File: src/sebs_pkg.sv
// Shared types and constants for the binarized Sobel edge stream.
// Used by every module of the block; depends on nothing.
`default_nettype none

package sebs_pkg;

    localparam int DEF_MAX_WIDTH  = 2048;
    localparam int DEF_MAX_HEIGHT = 4096;
    localparam int MIN_SIZE       = 3;

    localparam int PIX_W    = 8;
    localparam int THR_W    = 8;
    localparam int FW_W     = 12;
    localparam int FH_W     = 13;
    localparam int COL_W    = 11;
    localparam int ROW_W    = 12;
    localparam int DATA_W   = 32;
    localparam int ADDR_W   = 4;
    localparam int SUM_W    = PIX_W + 2;
    localparam int SQ_W     = 2 * SUM_W;

    localparam int QDEPTH   = 8;
    localparam int QAW      = $clog2(QDEPTH);
    localparam int QCW      = $clog2(QDEPTH + 1);

    localparam logic [THR_W-1:0] THR_RESET    = 8'd128;
    localparam logic [FW_W-1:0]  WIDTH_RESET  = 12'd640;
    localparam logic [FH_W-1:0]  HEIGHT_RESET = 13'd480;
    localparam logic [PIX_W-1:0] EDGE_ON      = 8'hFF;
    localparam logic [PIX_W-1:0] EDGE_OFF     = 8'h00;

    typedef enum logic [1:0] {
        REG_THRESHOLD = 2'd0,
        REG_WIDTH     = 2'd1,
        REG_HEIGHT    = 2'd2
    } t_reg_idx;

    typedef enum logic [1:0] {
        PICK_PREV = 2'd0,
        PICK_EDGE = 2'd1,
        PICK_LAST = 2'd2
    } t_pick;

    typedef struct packed {
        logic [THR_W-1:0] edge_threshold;
        logic [FW_W-1:0]  frame_width;
        logic [FH_W-1:0]  frame_height;
    } t_cfg;

    // One accepted pixel: up to three results, expanded by the back end.
    typedef struct packed {
        logic [COL_W-1:0] col;
        logic [ROW_W-1:0] row;
        logic             edge_hit;
        logic             has_prev;
        logic             has_edge;
        logic             has_last;
        logic             last_px;
    } t_rec;

    typedef struct packed {
        logic [QCW-1:0] count;
        logic           nempty;
    } t_qstat;

endpackage

`default_nettype wire

File: src/sebs_queue.sv
// Record queue between front and back end, register based.
// Depends on sebs_pkg for the record type and depth.
`default_nettype none

module sebs_queue
    import sebs_pkg::*;
(
    input  logic   i_clk,
    input  logic   i_rst_n,
    input  logic   i_push,
    input  t_rec   i_rec,
    input  logic   i_pop,
    output t_rec   o_head,
    output t_qstat o_qstat
);

    t_rec           r_ent [QDEPTH];
    logic [QAW-1:0] r_wp, r_rp;
    logic [QCW-1:0] r_cnt;

    always_ff @(posedge i_clk) begin
        if (!i_rst_n) begin
            r_wp  <= '0;
            r_rp  <= '0;
            r_cnt <= '0;
        end else begin
            if (i_push) begin
                r_wp <= r_wp + 1'b1;
            end
            if (i_pop) begin
                r_rp <= r_rp + 1'b1;
            end
            if (i_push && !i_pop) begin
                r_cnt <= r_cnt + 1'b1;
            end else if (!i_push && i_pop) begin
                r_cnt <= r_cnt - 1'b1;
            end
        end
    end

    always_ff @(posedge i_clk) begin
        if (i_push) begin
            r_ent[r_wp] <= i_rec;
        end
    end

    assign o_head         = r_ent[r_rp];
    assign o_qstat.count  = r_cnt;
    assign o_qstat.nempty = (r_cnt != '0);

endmodule

`default_nettype wire

File: config.mk
export PLATFORM = sky130hd
export DESIGN_NAME = sebs_queue
export DESIGN_NICKNAME = d
export VERILOG_FILES = /design/src/sebs_pkg.sv /design/src/sebs_queue.sv
export SDC_FILE = /design/constraint.sdc
export NUM_CORES = 1
export LEC_CHECK = 0
export ABC_AREA = 1
export ABC_CLOCK_PERIOD_IN_PS = 2600
export BUFFER_PORTS_ARGS = -buffer_cell sky130_fd_sc_hd__buf_2
export CAP_MARGIN = 30
export CORE_MARGIN = 4
export CORE_UTILIZATION = 60
export CTS_CLUSTER_DIAMETER = 200
export DETAILED_ROUTE_END_ITERATION = 8
export GPL_TIMING_DRIVEN = 0
export HOLD_SLACK_MARGIN = 0.1
export PLACE_DENSITY = 0.79
export SYNTH_ARGS = -nofsm -noshare
export SYNTH_HDL_FRONTEND = slang
export SYNTH_SLANG_ARGS = --single-unit
export TNS_END_PERCENT = 30
File: constraint.sdc
create_clock -name i_clk -period 2.6 [get_ports i_clk]
set_input_delay 0.26 -clock i_clk [delete_from_list [all_inputs] [get_ports i_clk]]
set_output_delay 0.26 -clock i_clk [all_outputs]
set_load 0.02 [all_outputs]
After elaboration in Yosys (flattened, before gate mapping)
Memory sizes are Yosys's and may differ from the RTL's. A register that Yosys moved wholly into a read port is not among the register bits.
Index checks and enable logic that the tools add are counted.
{"block": "word_totals", "register_bits": 10, "ram_bits": 224, "input_bits": 32, "output_inout_bits": 33, "word_cells": 20, "memories": 1}
{"block": "classes", "n_addsub": 4, "mux": 6, "reduce_logical": 6}
{"name": "r_ent", "depth": 8, "word_bits": 28, "read_ports": 1, "rd_ports_with_merged_regs": 1, "wr": 1, "line_no": "sebs_queue.sv:17", "text": "t_rec r_ent [QDEPTH];"}
{"op": "$mux 4", "n": 2}
{"op": "$add 3x1->3 const B", "n": 2}
{"op": "$mux 3", "n": 2}
{"op": "$add 4x1->4 const B", "n": 1}
{"op": "$reduce_bool 4->1", "n": 1}
{"op": "$sub 4x1->4 const B", "n": 1}
{"op": "$logic_and 1x1->1", "n": 2}
{"op": "$logic_not 1->1", "n": 2}
{"op": "$mux 1", "n": 2}
{"op": "$reduce_bool 2->1", "n": 1}

Longest topological paths before layout
{"block": "logic_depth", "word_depth": 4, "mapped_depth": 11, "mapped_depth_nobuf": 11}

Worst setup path after synthesis
OpenSTA, ideal clock, no wires.
{"block": "synth_path", "path_kind": "register to register", "from": "register r_wp[0]", "to": "memory r_ent[0][0] (netlist bit) (enable)", "setup_time_ps": 413, "t_arrival_ps": 1848, "required_ps": 2187, "slack_ps": 339, "stages_incl_launch_ff": 3, "path_buffers": 0, "synth_period_minus_slack_ps": 2261, "cell_sequence": "dfxtp_1 or2_2 nor2_1"}
{"item": "from (decl)", "line_no": "sebs_queue.sv:18", "text": "logic [QAW-1:0] r_wp, r_rp;"}
{"item": "from (signal assigned)", "line_no": "sebs_queue.sv:28", "text": "r_wp <= r_wp + 1'b1;"}
{"item": "to (decl)", "line_no": "sebs_queue.sv:17"}
No word-level cell before the write port.

==> qor.yml <==
routing:
  via_count: 6184
  drtIter0Drc: 588
  via_per_inst: 5.25
  routed_wl_um: 19700
  ant_nets: 0
  drc: 0
  drtPass1Iterations: 5
  wl_per_cell_um: 16.7
cts:
  cts_tree: "yes"
  postCtsSetupBuffers: 0
  clockBufferDepth: 3
  clock-root-buffer: "clkbuf_16"
  cts.sinks: 237
  post_cts_resized: 0
  clkSlewWorstSetupHoldPaths_ns: 0.06
  cts_made_buffers: 23
  ctsHtreeMaxLevel: 1
  clkLatencyLatePin_ns: 0.51
  holdBufCountCts: 30
sta:
  skew_ns: 0.0161
  period_needed_ns: 2.34
  slew_violations: 0
  worst_pin_slew_ns: 0.988
  timing.fmax_mhz: 427
  max_slew_margin_pct: 34.0
  setup_violations: 0
  hold_viol_final: 0
  hold_ws_ns: 0.118
  period_share_pct: 90.1
  grt_setup_unrepaired: "false"
grt:
  first_global_vias: 5934
  grt_pass1_wl_um: 30700
  antenna_found_initial: 0
  globalRoute.totalOverflow: 0
  grt_start_max_net_pins: 29
  grt_usage_pct: 22.0
worst_setup_path:
  crit_path_start_kind: "flip-flop"
  rrSetupSlack_ns: 0.72
  rr_worst_depth: 2
  crit_type: "reg -> out"
  cp.required_ns: 2.34
  rr_startpoint: "r_wp[0]"
  cp.arrival_ns: 2.08
  timing.rr.end: "r_ent[2][13]"
  critPathMaxFanout: 10
  endpoint_kind: "output port"
placement:
  routabilityCongestion: 0.770
  io_buffer_count: 64
  place_inst: 1106
  place_hpwl_um: 11700
yosys:
  synth.most_common_cell: "nor2_1"
  ys_seq_area_share_pct: 73.0
  synthCells: 831
  yosys.area.top_type: "edfxtp_1"
  synth_top_flop_cell: "edfxtp_1"
  synth-async-reset-ratio_pct: 0
  synthTopCellsByArea: "edfxtp_1 70%, nor2_1 9.5%, nand2_1 6.1%"
  avgSynthCellArea_sq_um: 11.5
  ys_top_cells_by_count: "243 x nor2_1, 224 x edfxtp_1, 156 x nand2_1, 80 x o21ai_1, 38 x o21ai_0"
  syn_nets: 869
  synthesis.area_sq_um: 9580
  ys_types: 19
  synth-edff-count: 224
  ys_ff_latch: 237
  yosys_warnings: 0
  synth_top_area_share_pct: 70.2
power_and_ir_drop:
  powerDensity_nw_per_um2: 744
  peakVddDrop_mv: 0.527
  p_leak_uw: 0.00424
  power_uw: 8320
min_path:
  hp-class: "in -> reg"
  hold_end: "r_rp[2]"
  hold_path.startpoint: "i_pop"
  whs_path_depth: 4
cells_and_area:
  layout-drive-gt1-share_pct: 14.4
  fin_cells: 1177
  antennaDiodeCount: 0
  area_delta_synth_final_pct: 16.7
  num-nets-final: 988
floorplanning:
  start_util_pct: 62.1
  core_sq_um: 15400
  dieArea_sq_um: 18000
  io_pins: 65
  die_width_um: 134
  fp-row-count: 45
  die_height_um: 134
job:
  drv_cap: 0
status:
  status: "complete, no violations"
## cells by family after synthesis
| group | after synthesis | synth area share (%) |
|---|---|---|
| buffers and inverters | 57 | 3.53 |
| AOI/OAI and AO/OA | 124 | 6.48 |
| and+or+nand+nor | 405 | 16.0 |
| DFF | 237 | 73.0 |
| adders and majority gates | 6 | 0.862 |
| xor gates and xnor gates | 2 | 0.183 |
## stage by stage
stage	worst slack [ns]	area, sq um	utilization, %	TNS [ns]
global placement	-0.659	10200	65.9	-112.06
floorplan	0.339	9580	-	0
global route	0.140	11200	72.4	0
CTS	0.262	11200	72.4	0
finish	0.257	11200	72.4	0
detailed placement	0.599	10200	66.2	0
## routing by layer
metal | share of wire, % | global-route usage (%) | wire length (um) | vias to the layer above
met5 | 0 | 0 | 0 | -
met4 | 2.2 | 5.26 | 437 | 0
met3 | 5.9 | 3.04 | 1160 | 34
met2 | 50 | 39.2 | 9880 | 221
met1 | 42 | 28.8 | 8210 | 2865
li1 | - | - | - | 3064
## critical path, cell delays in order (launching register included)
cell	delay, ns
dfxtp_1	0.30
buf_6	0.12
inv_2	0.07
clkbuf_1	0.47
o21ai_0	0.20
nand2_1	0.12
nand2_1	0.05
nand2_1	0.08
buf_2	0.16
## area by class of cell
| type | instances | area, sq um |
|---|---|---|
| Tap cell | 211 | 264 |
| Fill cell | 1041 | 4250 |
| Sequential cell | 237 | 6990 |
| Buffer | 42 | 282 |
| Timing Repair Buffer | 94 | 621 |
| Clock inverter | 12 | 55.1 |
| Multi-Input combinational cell | 537 | 2310 |
| Clock buffer | 29 | 598 |
| Inverter | 15 | 56.3 |
## worst max path at each step
stage	from	endpoint	cells after the start
4_1_cts	flip-flop	o_head[15]	8
2_1_floorplan	r_wp[0]	r_ent[0][0]	2
5_1_grt	flip-flop	o_head[27]	8
3_5_place_dp	i_push	r_ent[2][18]	4
6_report	flip-flop	o_head[15]	8
3_3_place_gp	i_push	r_ent[0][18]	4
## flip-flops by register name, indices dropped and copies added, names as in the netlist, named ones only
signal  cells
r_cnt       4
r_ent     224
r_rp        3
r_wp        3
## power by group
group,total [uW],internal (uW),switching [uW]
Clock,2930,1620,1310
Sequential,4310,4280,32.8
Combinational,1070,361,714
## cell usage in the layout (no fill, tap or decap), drive strengths merged
master,n
dfxtp,13
clkinv,11
o21ai,118
dlygate4sd3,30
buf,101
clkbuf,34
nor2,243
inv,16
nand2,156
or2,2
edfxtp,224
fa,1
a21oi,6
xor2,1
ha,5
xnor2,1
nand3,4
No activity file was read; power rests on OpenSTA's default activity.
