--- src/sebs_pkg.sv ---
// Shared types and constants for the binarized Sobel edge stream.
// Used by every module of the block; depends on nothing.
`default_nettype none

package sebs_pkg;

    localparam int DEF_MAX_WIDTH  = 2048;
    localparam int DEF_MAX_HEIGHT = 4096;
    localparam int MIN_SIZE       = 3;

    localparam int PIX_W    = 8;
    localparam int THR_W    = 8;
    localparam int FW_W     = 12;
    localparam int FH_W     = 13;
    localparam int COL_W    = 11;
    localparam int ROW_W    = 12;
    localparam int DATA_W   = 32;
    localparam int ADDR_W   = 4;
    localparam int SUM_W    = PIX_W + 2;
    localparam int SQ_W     = 2 * SUM_W;

    localparam int QDEPTH   = 8;
    localparam int QAW      = $clog2(QDEPTH);
    localparam int QCW      = $clog2(QDEPTH + 1);

    localparam logic [THR_W-1:0] THR_RESET    = 8'd128;
    localparam logic [FW_W-1:0]  WIDTH_RESET  = 12'd640;
    localparam logic [FH_W-1:0]  HEIGHT_RESET = 13'd480;
    localparam logic [PIX_W-1:0] EDGE_ON      = 8'hFF;
    localparam logic [PIX_W-1:0] EDGE_OFF     = 8'h00;

    typedef enum logic [1:0] {
        REG_THRESHOLD = 2'd0,
        REG_WIDTH     = 2'd1,
        REG_HEIGHT    = 2'd2
    } t_reg_idx;

    typedef enum logic [1:0] {
        PICK_PREV = 2'd0,
        PICK_EDGE = 2'd1,
        PICK_LAST = 2'd2
    } t_pick;

    typedef struct packed {
        logic [THR_W-1:0] edge_threshold;
        logic [FW_W-1:0]  frame_width;
        logic [FH_W-1:0]  frame_height;
    } t_cfg;

    // One accepted pixel: up to three results, expanded by the back end.
    typedef struct packed {
        logic [COL_W-1:0] col;
        logic [ROW_W-1:0] row;
        logic             edge_hit;
        logic             has_prev;
        logic             has_edge;
        logic             has_last;
        logic             last_px;
    } t_rec;

    typedef struct packed {
        logic [QCW-1:0] count;
        logic           nempty;
    } t_qstat;

endpackage

`default_nettype wire

--- src/sebs_back.sv ---
// Back end: expands each record into its results and holds the output register.
// Depends on sebs_pkg for the record and pick types.
`default_nettype none

module sebs_back
    import sebs_pkg::*;
(
    input  logic             i_clk,
    input  logic             i_rst_n,
    input  t_rec             i_head,
    input  t_qstat           i_qstat,
    output logic             o_pop,
    output logic             o_valid,
    input  logic             i_stall,
    output logic [PIX_W-1:0] o_edge_value,
    output logic [COL_W-1:0] o_out_column,
    output logic [ROW_W-1:0] o_out_row,
    output logic             o_frame_last
);

    logic [2:0]       r_done;
    logic [2:0]       pend;
    logic [2:0]       pick_bit;
    logic             final_one;
    logic             load;
    t_pick            pick;
    logic             r_ov;
    logic [PIX_W-1:0] r_edge, n_edge;
    logic [COL_W-1:0] r_col, n_col;
    logic [ROW_W-1:0] r_row, n_row;
    logic             r_last, n_last;

    always_comb begin
        pend      = {i_head.has_last, i_head.has_edge, i_head.has_prev} & ~r_done;
        final_one = ((pend & (pend - 3'd1)) == 3'd0);
        if (pend[0]) begin
            pick = PICK_PREV;
        end else if (pend[1]) begin
            pick = PICK_EDGE;
        end else begin
            pick = PICK_LAST;
        end

        unique case (pick)
            PICK_PREV: begin
                pick_bit = 3'b001;
                n_edge   = i_head.edge_hit ? EDGE_ON : EDGE_OFF;
                n_col    = i_head.col - 1'b1;
                n_row    = i_head.row - 1'b1;
                n_last   = 1'b0;
            end
            PICK_EDGE: begin
                pick_bit = 3'b010;
                n_edge   = EDGE_OFF;
                n_col    = i_head.col;
                n_row    = i_head.row - 1'b1;
                n_last   = 1'b0;
            end
            PICK_LAST: begin
                pick_bit = 3'b100;
                n_edge   = EDGE_OFF;
                n_col    = i_head.col;
                n_row    = i_head.row;
                n_last   = i_head.last_px;
            end
            default: begin
                pick_bit = 3'b000;
                n_edge   = EDGE_OFF;
                n_col    = i_head.col;
                n_row    = i_head.row;
                n_last   = 1'b0;
            end
        endcase

        load  = i_qstat.nempty && (!r_ov || !i_stall);
        o_pop = load && final_one;
    end

    always_ff @(posedge i_clk) begin
        if (!i_rst_n) begin
            r_ov   <= 1'b0;
            r_done <= '0;
        end else begin
            if (load) begin
                r_ov <= 1'b1;
            end else if (!i_stall) begin
                r_ov <= 1'b0;
            end
            if (o_pop) begin
                r_done <= '0;
            end else if (load) begin
                r_done <= r_done | pick_bit;
            end
        end
    end

    always_ff @(posedge i_clk) begin
        if (load) begin
            r_edge <= n_edge;
            r_col  <= n_col;
            r_row  <= n_row;
            r_last <= n_last;
        end
    end

    assign o_valid      = r_ov;
    assign o_edge_value = r_edge;
    assign o_out_column = r_col;
    assign o_out_row    = r_row;
    assign o_frame_last = r_last;

endmodule

`default_nettype wire

--- config.mk ---
export PLATFORM = sky130hd
export DESIGN_NAME = sebs_back
export DESIGN_NICKNAME = d
export VERILOG_FILES = /design/src/sebs_pkg.sv /design/src/sebs_back.sv
export SDC_FILE = /design/constraint.sdc
export NUM_CORES = 1
export LEC_CHECK = 0
export BUFFER_PORTS_ARGS = -buffer_cell sky130_fd_sc_hd__buf_2
export CAP_MARGIN = 5
export CORE_MARGIN = 2
export CORE_UTILIZATION = 38
export DETAILED_ROUTE_END_ITERATION = 10
export HOLD_SLACK_MARGIN = 0.1
export PLACE_DENSITY = 0.68
export SLEW_MARGIN = 10
export SYNTH_ARGS = -nofsm -noshare
export SYNTH_HDL_FRONTEND = slang
export SYNTH_SLANG_ARGS = --single-unit
--- constraint.sdc ---
create_clock -name i_clk -period 2.9 [get_ports i_clk]
set_input_delay 0.435 -clock i_clk [delete_from_list [all_inputs] [get_ports i_clk]]
set_output_delay 0.435 -clock i_clk [all_outputs]
set_load 0.005 [all_outputs]
; After elaboration in Yosys (flattened, before gate mapping)
; Cells that the tools add are included.
[totals]
wordCells = 34
out_inout_bits = 34
in_bits = 36
ff_bits = 36
[classes]
bitwise_logic = 5
n_addsub = 3
n_eq_ne = 3
muxes = 8
reduce_logical = 9
[op_table]
columns = op, count
row1 = 12-bit 2-to-1 mux, 1
row2 = "12-bit by 1-bit subtractor with 12-bit output, second input constant", 1
row3 = 11-bit 2-to-1 mux, 1
row4 = "11-bit by 1-bit subtractor with 11-bit output, second input constant", 1
row5 = 3-bit one-hot mux with 3 select lines, 1
row6 = 8-bit 2-to-1 mux, 1
row7 = 3-bit bitwise AND, 2
row8 = 2-bit 2-to-1 mux, 2
row9 = 2-bit OR reduction, 2
row10 = 3-bit zero test, 1
row11 = 3-bit inverter, 1
row12 = 3-bit bitwise OR, 1
row13 = "3-bit by 1-bit subtractor with 3-bit output, second input constant", 1
row14 = "2-bit by 1-bit equality test with 1-bit output, second input constant", 1
row15 = "2-bit equality test, second input constant", 1
row16 = 1-bit logical AND, 2
row17 = 1-bit zero test, 2
row18 = 2-bit zero test, 1
row19 = 1-bit 2-to-1 mux, 2
row20 = "2-bit by 1-bit inequality test with 1-bit output, second input constant", 1
row21 = 1-bit logical OR, 1
row22 = 1-bit inverter, 1

; Logic depth before layout (Yosys ltp)
; Gate-level depths: netlist of run 1.
[depth]
word_depth = 7
depth_mapped = 6
depth_no_buf = 6

; Least setup slack after synthesis of run 1
; No wires, ideal clock.
[synth_path]
path_type = input to output
startpoint = input i_qstat[0] (netlist name)
endpoint = output o_pop
arrival_ps = 2163
path_slack_ps = 302
t_required_ps = 2465
n_path_buf = 0
path_stages = 2
path_cell_list = a21boi_1 > a21boi_0
[synth_via]
elab_chain_cells = 2
[synth_rtl]
columns = element, line
row1 = start: declaration, sebs_back.sv:11  ; input t_qstat i_qstat,
row2 = 1-bit logical AND, sebs_back.sv:75  ; load = i_qstat.nempty && (!r_ov || !i_stall);
row3 = 1-bit logical AND, sebs_back.sv:76  ; o_pop = load && final_one;
row4 = end: declaration, sebs_back.sv:12  ; output logic o_pop,
; Every way passes these cells.

; Final worst setup path of run 1
[layout_path]
startpoint = register r_done[0]
endpoint = output o_pop
[layout_via]
elab_chain_cells = 6
[layout_rtl]
columns = element, line
row1 = start: declaration, sebs_back.sv:21  ; logic [2:0] r_done;
row2 = start signal: assignment, sebs_back.sv:92  ; r_done <= r_done | pick_bit;
row3 = 3-bit inverter *, sebs_back.sv:34  ; pend = {i_head.has_last, i_head.has_edge, i_head.has_prev} & ~r_done;
row4 = 3-bit bitwise AND *, sebs_back.sv:34
row5 = 3-bit by 1-bit subtractor with 3-bit output, sebs_back.sv:35  ; final_one = ((pend & (pend - 3'd1)) == 3'd0);
row6 = 3-bit bitwise AND *, sebs_back.sv:35
row7 = 3-bit zero test *, sebs_back.sv:35
row8 = 1-bit logical AND *, sebs_back.sv:76
; Every way passes the cells marked *; elsewhere a longest branch is shown, timed or not.

==> out/results.txt, run 1 <==
DRC violations left: 0
Die Width: 66.2 um
largest net degree at the start of global routing: 19
Worst VDD drop: 0.272 mV
CORE AREA: 3690 um^2
Post-Syn Instances: 124
cell at the root of the clock tree: sky130_fd_sc_hd__clkbuf_8
proportion of synthesized area in mux cells: 0%
Initial Utilization: 39.8%
outcome: complete, no violations
max-cap violation count: 0
DR vias: 1135
antenna diode count: 0
static leakage: 0.803 nW
average wire per standard cell: 11.8 um
clock slew at the register clock pins of the worst setup and hold paths: 0.06 ns
worst slew pin tran: 0.422 ns
parity-gate share of the synthesized area counting xor and xnor cells: 11.3%
Post-CTS Resized: 0
Top delay family on crit path: simple AND/OR/NAND/NOR gates
Synth top cells by count: 25 x sky130_fd_sc_hd__edfxtp_1, 10 x sky130_fd_sc_hd__nand2_1, 10 x sky130_fd_sc_hd__xnor2_1
number of storage elements in the synthesis netlist: 29
Synth area leaders: sky130_fd_sc_hd__edfxtp_1 51%, sky130_fd_sc_hd__xnor2_1 6.0%, sky130_fd_sc_hd__dfxtp_1 5.5%
final setup fails: 0
crit share post-route: 68.1%
RSZ-0062 raised after global routing: no
Worst path max stage delay: 0.34 ns
R2R setup slack: 1.25 ns
floorplan die area: 4380 um^2
cell total after placement: 229
P per Cell Area: 485 nW/um^2
dominant cell by count in the synthesized netlist: sky130_fd_sc_hd__edfxtp_1
area fraction in and, or, nand and nor cells after synthesis: 17.7%
number of antenna violations at the first check in global routing: 0
TritonCTS clock tree: yes
cell with the biggest individual delay on the critical path: sky130_fd_sc_hd__dfxtp_1
CTS Hold Bufs: 0
worst reg2reg endpoint: o_out_row[3]
global route total overflow: 0
violation count after the first detailed-routing iteration: 28
Post-synth EDFFs: 25
flip-flop cell with the highest count after synthesis: sky130_fd_sc_hd__edfxtp_1
number of non-filler instances in the completed layout: 236
Placer Congestion: 0.730
share of async-settable or async-resettable flops after synthesis: 0%
Num CTS Buffers: 5
proportion of netlist area held by the largest area contributor: 51.1%
arrival time reported for the critical path endpoint: 1.54 ns
layout cell share with drive strength beyond 1: 40.4%
number of buffer and inverter instances along the worst setup path: 1
Max Fanout on Critical Path: 12
clk_skew: 0.00741 ns
startpoint types: register
post-synth top area cell: sky130_fd_sc_hd__edfxtp_1
syn nets: 162
sequential cell area fraction in the yosys report: 56.6%
number of buffers added for setup after CTS: 0
hold violation total from the final report: 0
via count of the first global-routing pass: 1037
FF/Latch Area: 831 um^2
Worst Path Class, Setup: reg -> out
number of buffers on the longest clock path: 2
post-route ant nets: 0
beginning of the critical path: r_done[0]
H-Tree Level Count: 2
TritonCTS Sinks: 29
average instance area after synthesis: 11.8 um^2
footprint of the multi-input gates: 563 um^2
end point of the critical path: o_pop
Worst R2R Start: r_done[0]
adder and majority cell fraction of the synthesized area: 1.70%
first-pass GRT wire length: 4370 um
required time at the worst-slack endpoint: 2.47 ns
Final HPWL DP: 2230 um
R2R depth: 4
number of optimization iterations in the first detailed-route pass: 4
remaining max-slew budget at the tightest pin: 71.8%
number of max-slew violations in the final report: 0
via count normalized by instance count: 4.81
class of the worst hold path: in -> reg
CP cell instances: nand2b_1 -> nand2_1 -> a21boi_0 -> buf_2
final critical delay including setup and external delays: 1.98 ns
Setup TNS: 0 ns
area fraction in compound gates after synthesis: 7.33%
fill cell count: 354
I/O pin cnt: 70
Skew-Pair Late Insertion Delay: 0.27 ns
number of nets in the layout: 226
floorplan row count: 22
post-synthesis cell area: 1470 um^2
relative area change from synthesis to final layout: 28.4%
start point of the worst hold path: i_qstat[0]
final WL: 2780 um
depth of the critical timing path with buffers and inverters included: 4
vertical die dimension: 66.2 um
Netlist cell types: 31
count of buffers from port buffering: 65
Syn. warnings: 0
fmax: 506 MHz
combinational family with the most area after synthesis: simple AND/OR/NAND/NOR gates
global-route usage over all layers: 13.5%
type of destination of the critical path: output pin
## routing by layer
layer | up-vias | wire length [um] | track usage (%) | part of all wire [%]
met1 | 530 | 1150 | 14.6 | 41
met2 | 35 | 1450 | 23.9 | 52
met4 | 0 | 29 | 6.89 | 1.0
met3 | 2 | 158 | 3.75 | 5.7
li1 | 568 | - | - | -
met5 | - | 0 | 0 | 0
## kinds of logic after synthesis
logic type,Yosys count
XOR/XNOR,19
flip-flops,29
AND/OR/NAND/NOR,43
buffers and inverters,14
AO/OA/AOI/OAI,17
adder cells (fa/ha/maj),2
## report_power, final
group,internal [W],switching [W],total (W)
clock network,0.000161,0.000125,0.000286
registers,0.000486,0.00000819,0.000495
logic,0.0000623,0.0000713,0.000134
## placed cells by master, fill, tap and decap left out
master / synthesis / layout
sky130_fd_sc_hd__a21oi_1: 3 / 3
sky130_fd_sc_hd__or4_4: 1 / 1
sky130_fd_sc_hd__clkinv_1: 0 / 1
sky130_fd_sc_hd__clkbuf_8: 0 / 5
sky130_fd_sc_hd__xnor2_1: 10 / 10
sky130_fd_sc_hd__inv_1: 4 / 4
sky130_fd_sc_hd__nor2b_1: 4 / 4
sky130_fd_sc_hd__buf_4: 7 / 2
sky130_fd_sc_hd__a211o_1: 1 / 1
sky130_fd_sc_hd__nor3b_1: 3 / 3
sky130_fd_sc_hd__a21boi_0: 1 / 1
sky130_fd_sc_hd__edfxtp_1: 25 / 25
sky130_fd_sc_hd__and3_1: 3 / 3
sky130_fd_sc_hd__and2_1: 2 / 2
sky130_fd_sc_hd__nor4_1: 4 / 4
sky130_fd_sc_hd__nand4b_1: 1 / 1
sky130_fd_sc_hd__clkbuf_1: 3 / 1
sky130_fd_sc_hd__buf_2: 0 / 65
sky130_fd_sc_hd__nand3_1: 1 / 1
sky130_fd_sc_hd__ha_1: 2 / 2
sky130_fd_sc_hd__or3_4: 1 / 1
sky130_fd_sc_hd__nor2_1: 4 / 4
sky130_fd_sc_hd__o41ai_1: 1 / 1
sky130_fd_sc_hd__nor4b_4: 1 / 1
sky130_fd_sc_hd__o31ai_1: 1 / 1
sky130_fd_sc_hd__xor2_1: 9 / 9
sky130_fd_sc_hd__nor3_1: 5 / 5
sky130_fd_sc_hd__a211oi_1: 1 / 1
sky130_fd_sc_hd__nand2_1: 10 / 10
sky130_fd_sc_hd__nand2b_1: 3 / 3
sky130_fd_sc_hd__dfxtp_1: 4 / 4
sky130_fd_sc_hd__a21boi_2: 0 / 1
sky130_fd_sc_hd__o21ai_0: 6 / 6
sky130_fd_sc_hd__a22oi_1: 2 / 2
## how the worst min path moves through the flow
stage                      endpoint  depth (start not counted)
after global placement    r_done[2]                          1
after detailed placement  r_done[2]                          1
after CTS                   o_valid                          3
after floorplan           r_done[2]                          1
final                       o_valid                          3
after global routing        o_valid                          3
## metrics by stage
stage,hold WS [ns],util [%],setup slack (ns),instance area (um^2),power [W]
5_1_grt,0.421,51.1,0.743,1890,0.000960
4_1_cts,0.405,51.1,0.889,1890,0.000925
2_1_floorplan,0.443,-,0.302,1470,0.000571
6_report,0.409,51.1,0.925,1890,0.000914
3_5_place_dp,0.459,49.1,0.800,1810,0.000638
3_3_place_gp,0.458,49.1,0.820,1810,0.000633
## flip-flops by register name (all words and copies together), names as in the netlist
| register | cells |
|---|---|
| o_edge_value | 1 |
| o_frame_last | 1 |
| o_out_column | 11 |
| o_out_row | 12 |
| o_valid | 1 |
| r_done | 3 |
## worst register-to-register path, cell delays in order (launching register included)
cell                       delay (ns)
sky130_fd_sc_hd__dfxtp_1         0.31
sky130_fd_sc_hd__nand2b_1        0.31
sky130_fd_sc_hd__and2_1          0.31
sky130_fd_sc_hd__o41ai_1         0.30
sky130_fd_sc_hd__o21ai_0         0.15
## layout make-up
| cell class | count | share of cell area [%] |
|---|---|---|
| clock buffer | 6 | 3.85 |
| multi-input combinational | 81 | 29.9 |
| clock inverter | 1 | 0.199 |
| timing repair buffer | 67 | 18.0 |
| tap | 48 | 3.19 |
| sequential | 29 | 44.1 |
| inverter | 4 | 0.796 |
Note: power is estimated with default switching activity, not from simulation.
==> run 2, diff against run 1 <==
ABC_AREA = 1   (was default)
clock period = 1.75 ns   (was 2.9 ns; I/O delays follow)
==> run 2 against run 1 <==
Final cell count increased by 33%. Sequential power up 65%. Synthesized cell count up 55%. Combinational power up 96%. First-iteration DRC count grew to 3.1 times the previous value. Register-to-register slack got worse by 0.80 ns. Clock power rose by 84%. Global-route usage up 1.4 points. Clock skew fell by 0.0013 ns. Design area up 12%. Critical path type unchanged. Critical endpoint unchanged. Largest cell class unchanged.
==> out/results.txt, run 2 <==
Placer Congestion: 0.817 (was 0.730)
Worst Path Class, Setup: reg -> out (unchanged)
vertical die dimension: 70.1 um (was 66.2 um)
count of buffers from port buffering: 65 (unchanged)
Synth area leaders: sky130_fd_sc_hd__edfxtp_1 45%, sky130_fd_sc_hd__nand2_1 11%, sky130_fd_sc_hd__inv_1 7.0% (was sky130_fd_sc_hd__edfxtp_1 51%, sky130_fd_sc_hd__xnor2_1 6.0%, sky130_fd_sc_hd__dfxtp_1 5.5%)
met2 WL post-DR: 1630 um (was 1450 um)
worst hold margin: 0.252 ns (was 0.409 ns)
via count of the first global-routing pass: 1333 (was 1037)
global-route usage over all layers: 14.9% (was 13.5%)
Netlist cell types: 26 (was 31)
wire length on met3: 258 um (was 158 um)
most common cell after layout, fill and taps aside: sky130_fd_sc_hd__buf_2 (unchanged)
via count normalized by instance count: 4.73 (was 4.81)
cell with the biggest individual delay on the critical path: sky130_fd_sc_hd__dfxtp_1 (unchanged)
Post-synth EDFFs: 25 (unchanged)
CORE AREA: 4260 um^2 (was 3690 um^2)
Die Width: 70.1 um (was 66.2 um)
number of antenna violations at the first check in global routing: 0 (unchanged)
Post-Syn Instances: 192 (was 124)
CP cell instances: inv_1 -> nand2_4 -> nand2_8 -> inv_4 -> nand2_1 -> nand2_1 -> buf_2 (was nand2b_1 -> nand2_1 -> a21boi_0 -> buf_2)
startpoint types: register (unchanged)
syn nets: 230 (was 162)
flip-flop count of the largest register, all copies and words added: 12 (unchanged)
Worst VDD drop: 0.271 mV (was 0.272 mV)
final setup fails: 0 (unchanged)
antenna diode count: 0 (unchanged)
I/O pin cnt: 70 (unchanged)
share of async-settable or async-resettable flops after synthesis: 0% (unchanged)
post-synthesis cell area: 1660 um^2 (was 1470 um^2)
RSZ-0062 raised after global routing: no (unchanged)
Worst path max stage delay: 0.37 ns (was 0.34 ns)
DR vias: 1481 (was 1135)
Max Fanout on Critical Path: 9 (was 12)
number of max-slew violations in the final report: 0 (unchanged)
Initial Utilization: 38.9% (was 39.8%)
number of storage elements in the synthesis netlist: 29 (unchanged)
TritonCTS Sinks: 29 (unchanged)
clk_skew: 0.00612 ns (was 0.00741 ns)
number of buffer and inverter instances along the worst setup path: 3 (was 1)
worst slew pin tran: 0.308 ns (was 0.422 ns)
arrival time reported for the critical path endpoint: 1.33 ns (was 1.54 ns)
DRC violations left: 0 (unchanged)
post-synth top area cell: sky130_fd_sc_hd__edfxtp_1 (unchanged)
Setup TNS: 0 ns (unchanged)
Num CTS Buffers: 5 (unchanged)
metal1 wirelength: 1340 um (was 1150 um)
fmax: 626 MHz
post-route ant nets: 0 (unchanged)
layout cell share with drive strength beyond 1: 34.9% (was 40.4%)
number of optimization iterations in the first detailed-route pass: 4 (unchanged)
clock slew at the register clock pins of the worst setup and hold paths: 0.06 ns (about the same)
Design Power: 0.00161 W (was 0.000914 W)
floorplan die area: 4910 um^2 (was 4380 um^2)
global route total overflow: 0 (unchanged)
number of nets in the layout: 298 (was 226)
Setup Slack @ Placement: 0.196 ns (was 0.800 ns)
Syn. warnings: 0 (unchanged)
outcome: complete, no violations (unchanged)
Synth top cells by count: 50 x sky130_fd_sc_hd__nand2_1, 31 x sky130_fd_sc_hd__inv_1, 25 x sky130_fd_sc_hd__edfxtp_1 (was 25 x sky130_fd_sc_hd__edfxtp_1, 10 x sky130_fd_sc_hd__nand2_1, 10 x sky130_fd_sc_hd__xnor2_1)
cell at the root of the clock tree: sky130_fd_sc_hd__clkbuf_8 (unchanged)
Final WS setup: 0.153 ns (was 0.925 ns)
Post-CTS Resized: 0 (unchanged)
number of buffers on the longest clock path: 2 (unchanged)
crit share post-route: 91.2%
Top delay family on crit path: simple AND/OR/NAND/NOR gates (unchanged)
proportion of netlist area held by the largest area contributor: 45.2% (was 51.1%)
final WL: 3290 um (was 2780 um)
top routing layer in use: met4 (unchanged)
fill cell count: 435 (was 354)
TritonCTS clock tree: yes (unchanged)
dominant cell by count in the synthesized netlist: sky130_fd_sc_hd__nand2_1 (was sky130_fd_sc_hd__edfxtp_1)
final critical delay including setup and external delays: 1.60 ns
relative area change from synthesis to final layout: 27.1% (was 28.4%)
number of buffers added for setup after CTS: 0 (unchanged)
P per Cell Area: 763 nW/um^2 (was 485 nW/um^2)
highest-count cells in the layout ignoring fill and taps: 65 x sky130_fd_sc_hd__buf_2, 50 x sky130_fd_sc_hd__nand2_1, 31 x sky130_fd_sc_hd__inv_1 (was 65 x sky130_fd_sc_hd__buf_2, 25 x sky130_fd_sc_hd__edfxtp_1, 10 x sky130_fd_sc_hd__nand2_1, 10 x sky130_fd_sc_hd__xnor2_1, 9 x sky130_fd_sc_hd__xor2_1)
hold violation total from the final report: 0 (unchanged)
number of non-filler instances in the completed layout: 313 (was 236)
type of destination of the critical path: output pin (unchanged)
H-Tree Level Count: 2 (unchanged)
Crit path top cell by count: sky130_fd_sc_hd__nand2_1
required time at the worst-slack endpoint: 1.49 ns (was 2.47 ns)
violation count after the first detailed-routing iteration: 86 (was 28)
Final HPWL DP: 2670 um (was 2230 um)
floorplan row count: 24 (was 22)
average wire per standard cell: 10.5 um (was 11.8 um)
sequential cell area fraction in the yosys report: 50.1% (was 56.6%)
largest net degree at the start of global routing: 16 (was 19)
max-cap violation count: 0 (unchanged)
average instance area after synthesis: 8.64 um^2 (was 11.8 um^2)
flip-flop cell with the highest count after synthesis: sky130_fd_sc_hd__edfxtp_1 (unchanged)
R2R setup slack: 0.45 ns (was 1.25 ns)
remaining max-slew budget at the tightest pin: 79.4% (was 71.8%)
Skew-Pair Late Insertion Delay: 0.28 ns (was 0.27 ns)
CTS Hold Bufs: 0 (unchanged)
cell total after placement: 305 (was 229)
first-pass GRT wire length: 5620 um (was 4370 um)
static leakage: 1.03 nW (was 0.803 nW)
class of the worst hold path: in -> reg (unchanged)
[run 2: changes by cell type after synthesis, sizes merged, moves of 5 or more]
cell / before / now
nand2: 10 / 55
inv: 4 / 34
nor2: 4 / 28
nand3: 1 / 10
xnor2: 10 / 1
nand4: 0 / 8
nor3: 5 / 0
[run 2: worst register-to-register path, stage by stage (launching register included)]
cell and delay (ns):
sky130_fd_sc_hd__dfxtp_1 0.33, sky130_fd_sc_hd__inv_1 0.11, sky130_fd_sc_hd__nand2_4 0.12, sky130_fd_sc_hd__nor2_1 0.19, sky130_fd_sc_hd__nand2_1 0.09, sky130_fd_sc_hd__o21ai_0 0.15, sky130_fd_sc_hd__nand2_1 0.06
[run 2: logic make-up after synthesis]
| group | count (synthesis) | synth area share [%] |
|---|---|---|
| simple gates | 101 | 29.7 |
| fa+ha+maj | 2 | 1.51 |
| buf+inv | 41 | 11.0 |
| compound gates | 13 | 4.53 |
| xor+xnor | 6 | 3.17 |
| flops | 29 | 50.1 |
[run 2: final timing paths]
path	start	endpoint	cells after the start
worst max-delay path	r_done[0]	o_pop	7
worst max register to register	r_done[0]	o_out_column[6]	6
worst min-delay path	i_head[16]	o_out_row[11]	3
worst min register to register	r_done[2]	r_done[2]	2
[run 2: report_power, final]
part	total [W]	switching, W	leakage [nW]	internal (W)
combinational	0.000263	0.000155	0.714	0.000108
sequential	0.000818	0.0000128	0.276	0.000805
clock	0.000527	0.000249	0.0422	0.000278
total	0.00161	0.000417	1.03	0.00119
[run 2: per-stage QoR]
step	utilization [%]	area, um^2
after floorplan	-	1670
after global placement	47.5	2030
after detailed placement	47.5	2030
after CTS	49.4	2110
after global routing	49.4	2110
final	49.4	2110
[run 2: final cells by class]
cell class              count  area [um^2]  share of cell area, %
inverters                  34          130                   6.17
clock inverters             1         5.00                  0.237
flip-flops and latches     29          831                   39.4
clock buffers               7         76.3                   3.62
multi-input cells         122          653                   31.0
well taps                  52         65.1                   3.09
repair buffers             68          348                   16.5
[run 2: metal layers]
layer | up-vias | global-route usage, %
met5 | - | 0
met3 | 5 | 5.48
met2 | 63 | 25.7
met4 | 0 | 7.05
li1 | 751 | -
met1 | 662 | 16.0
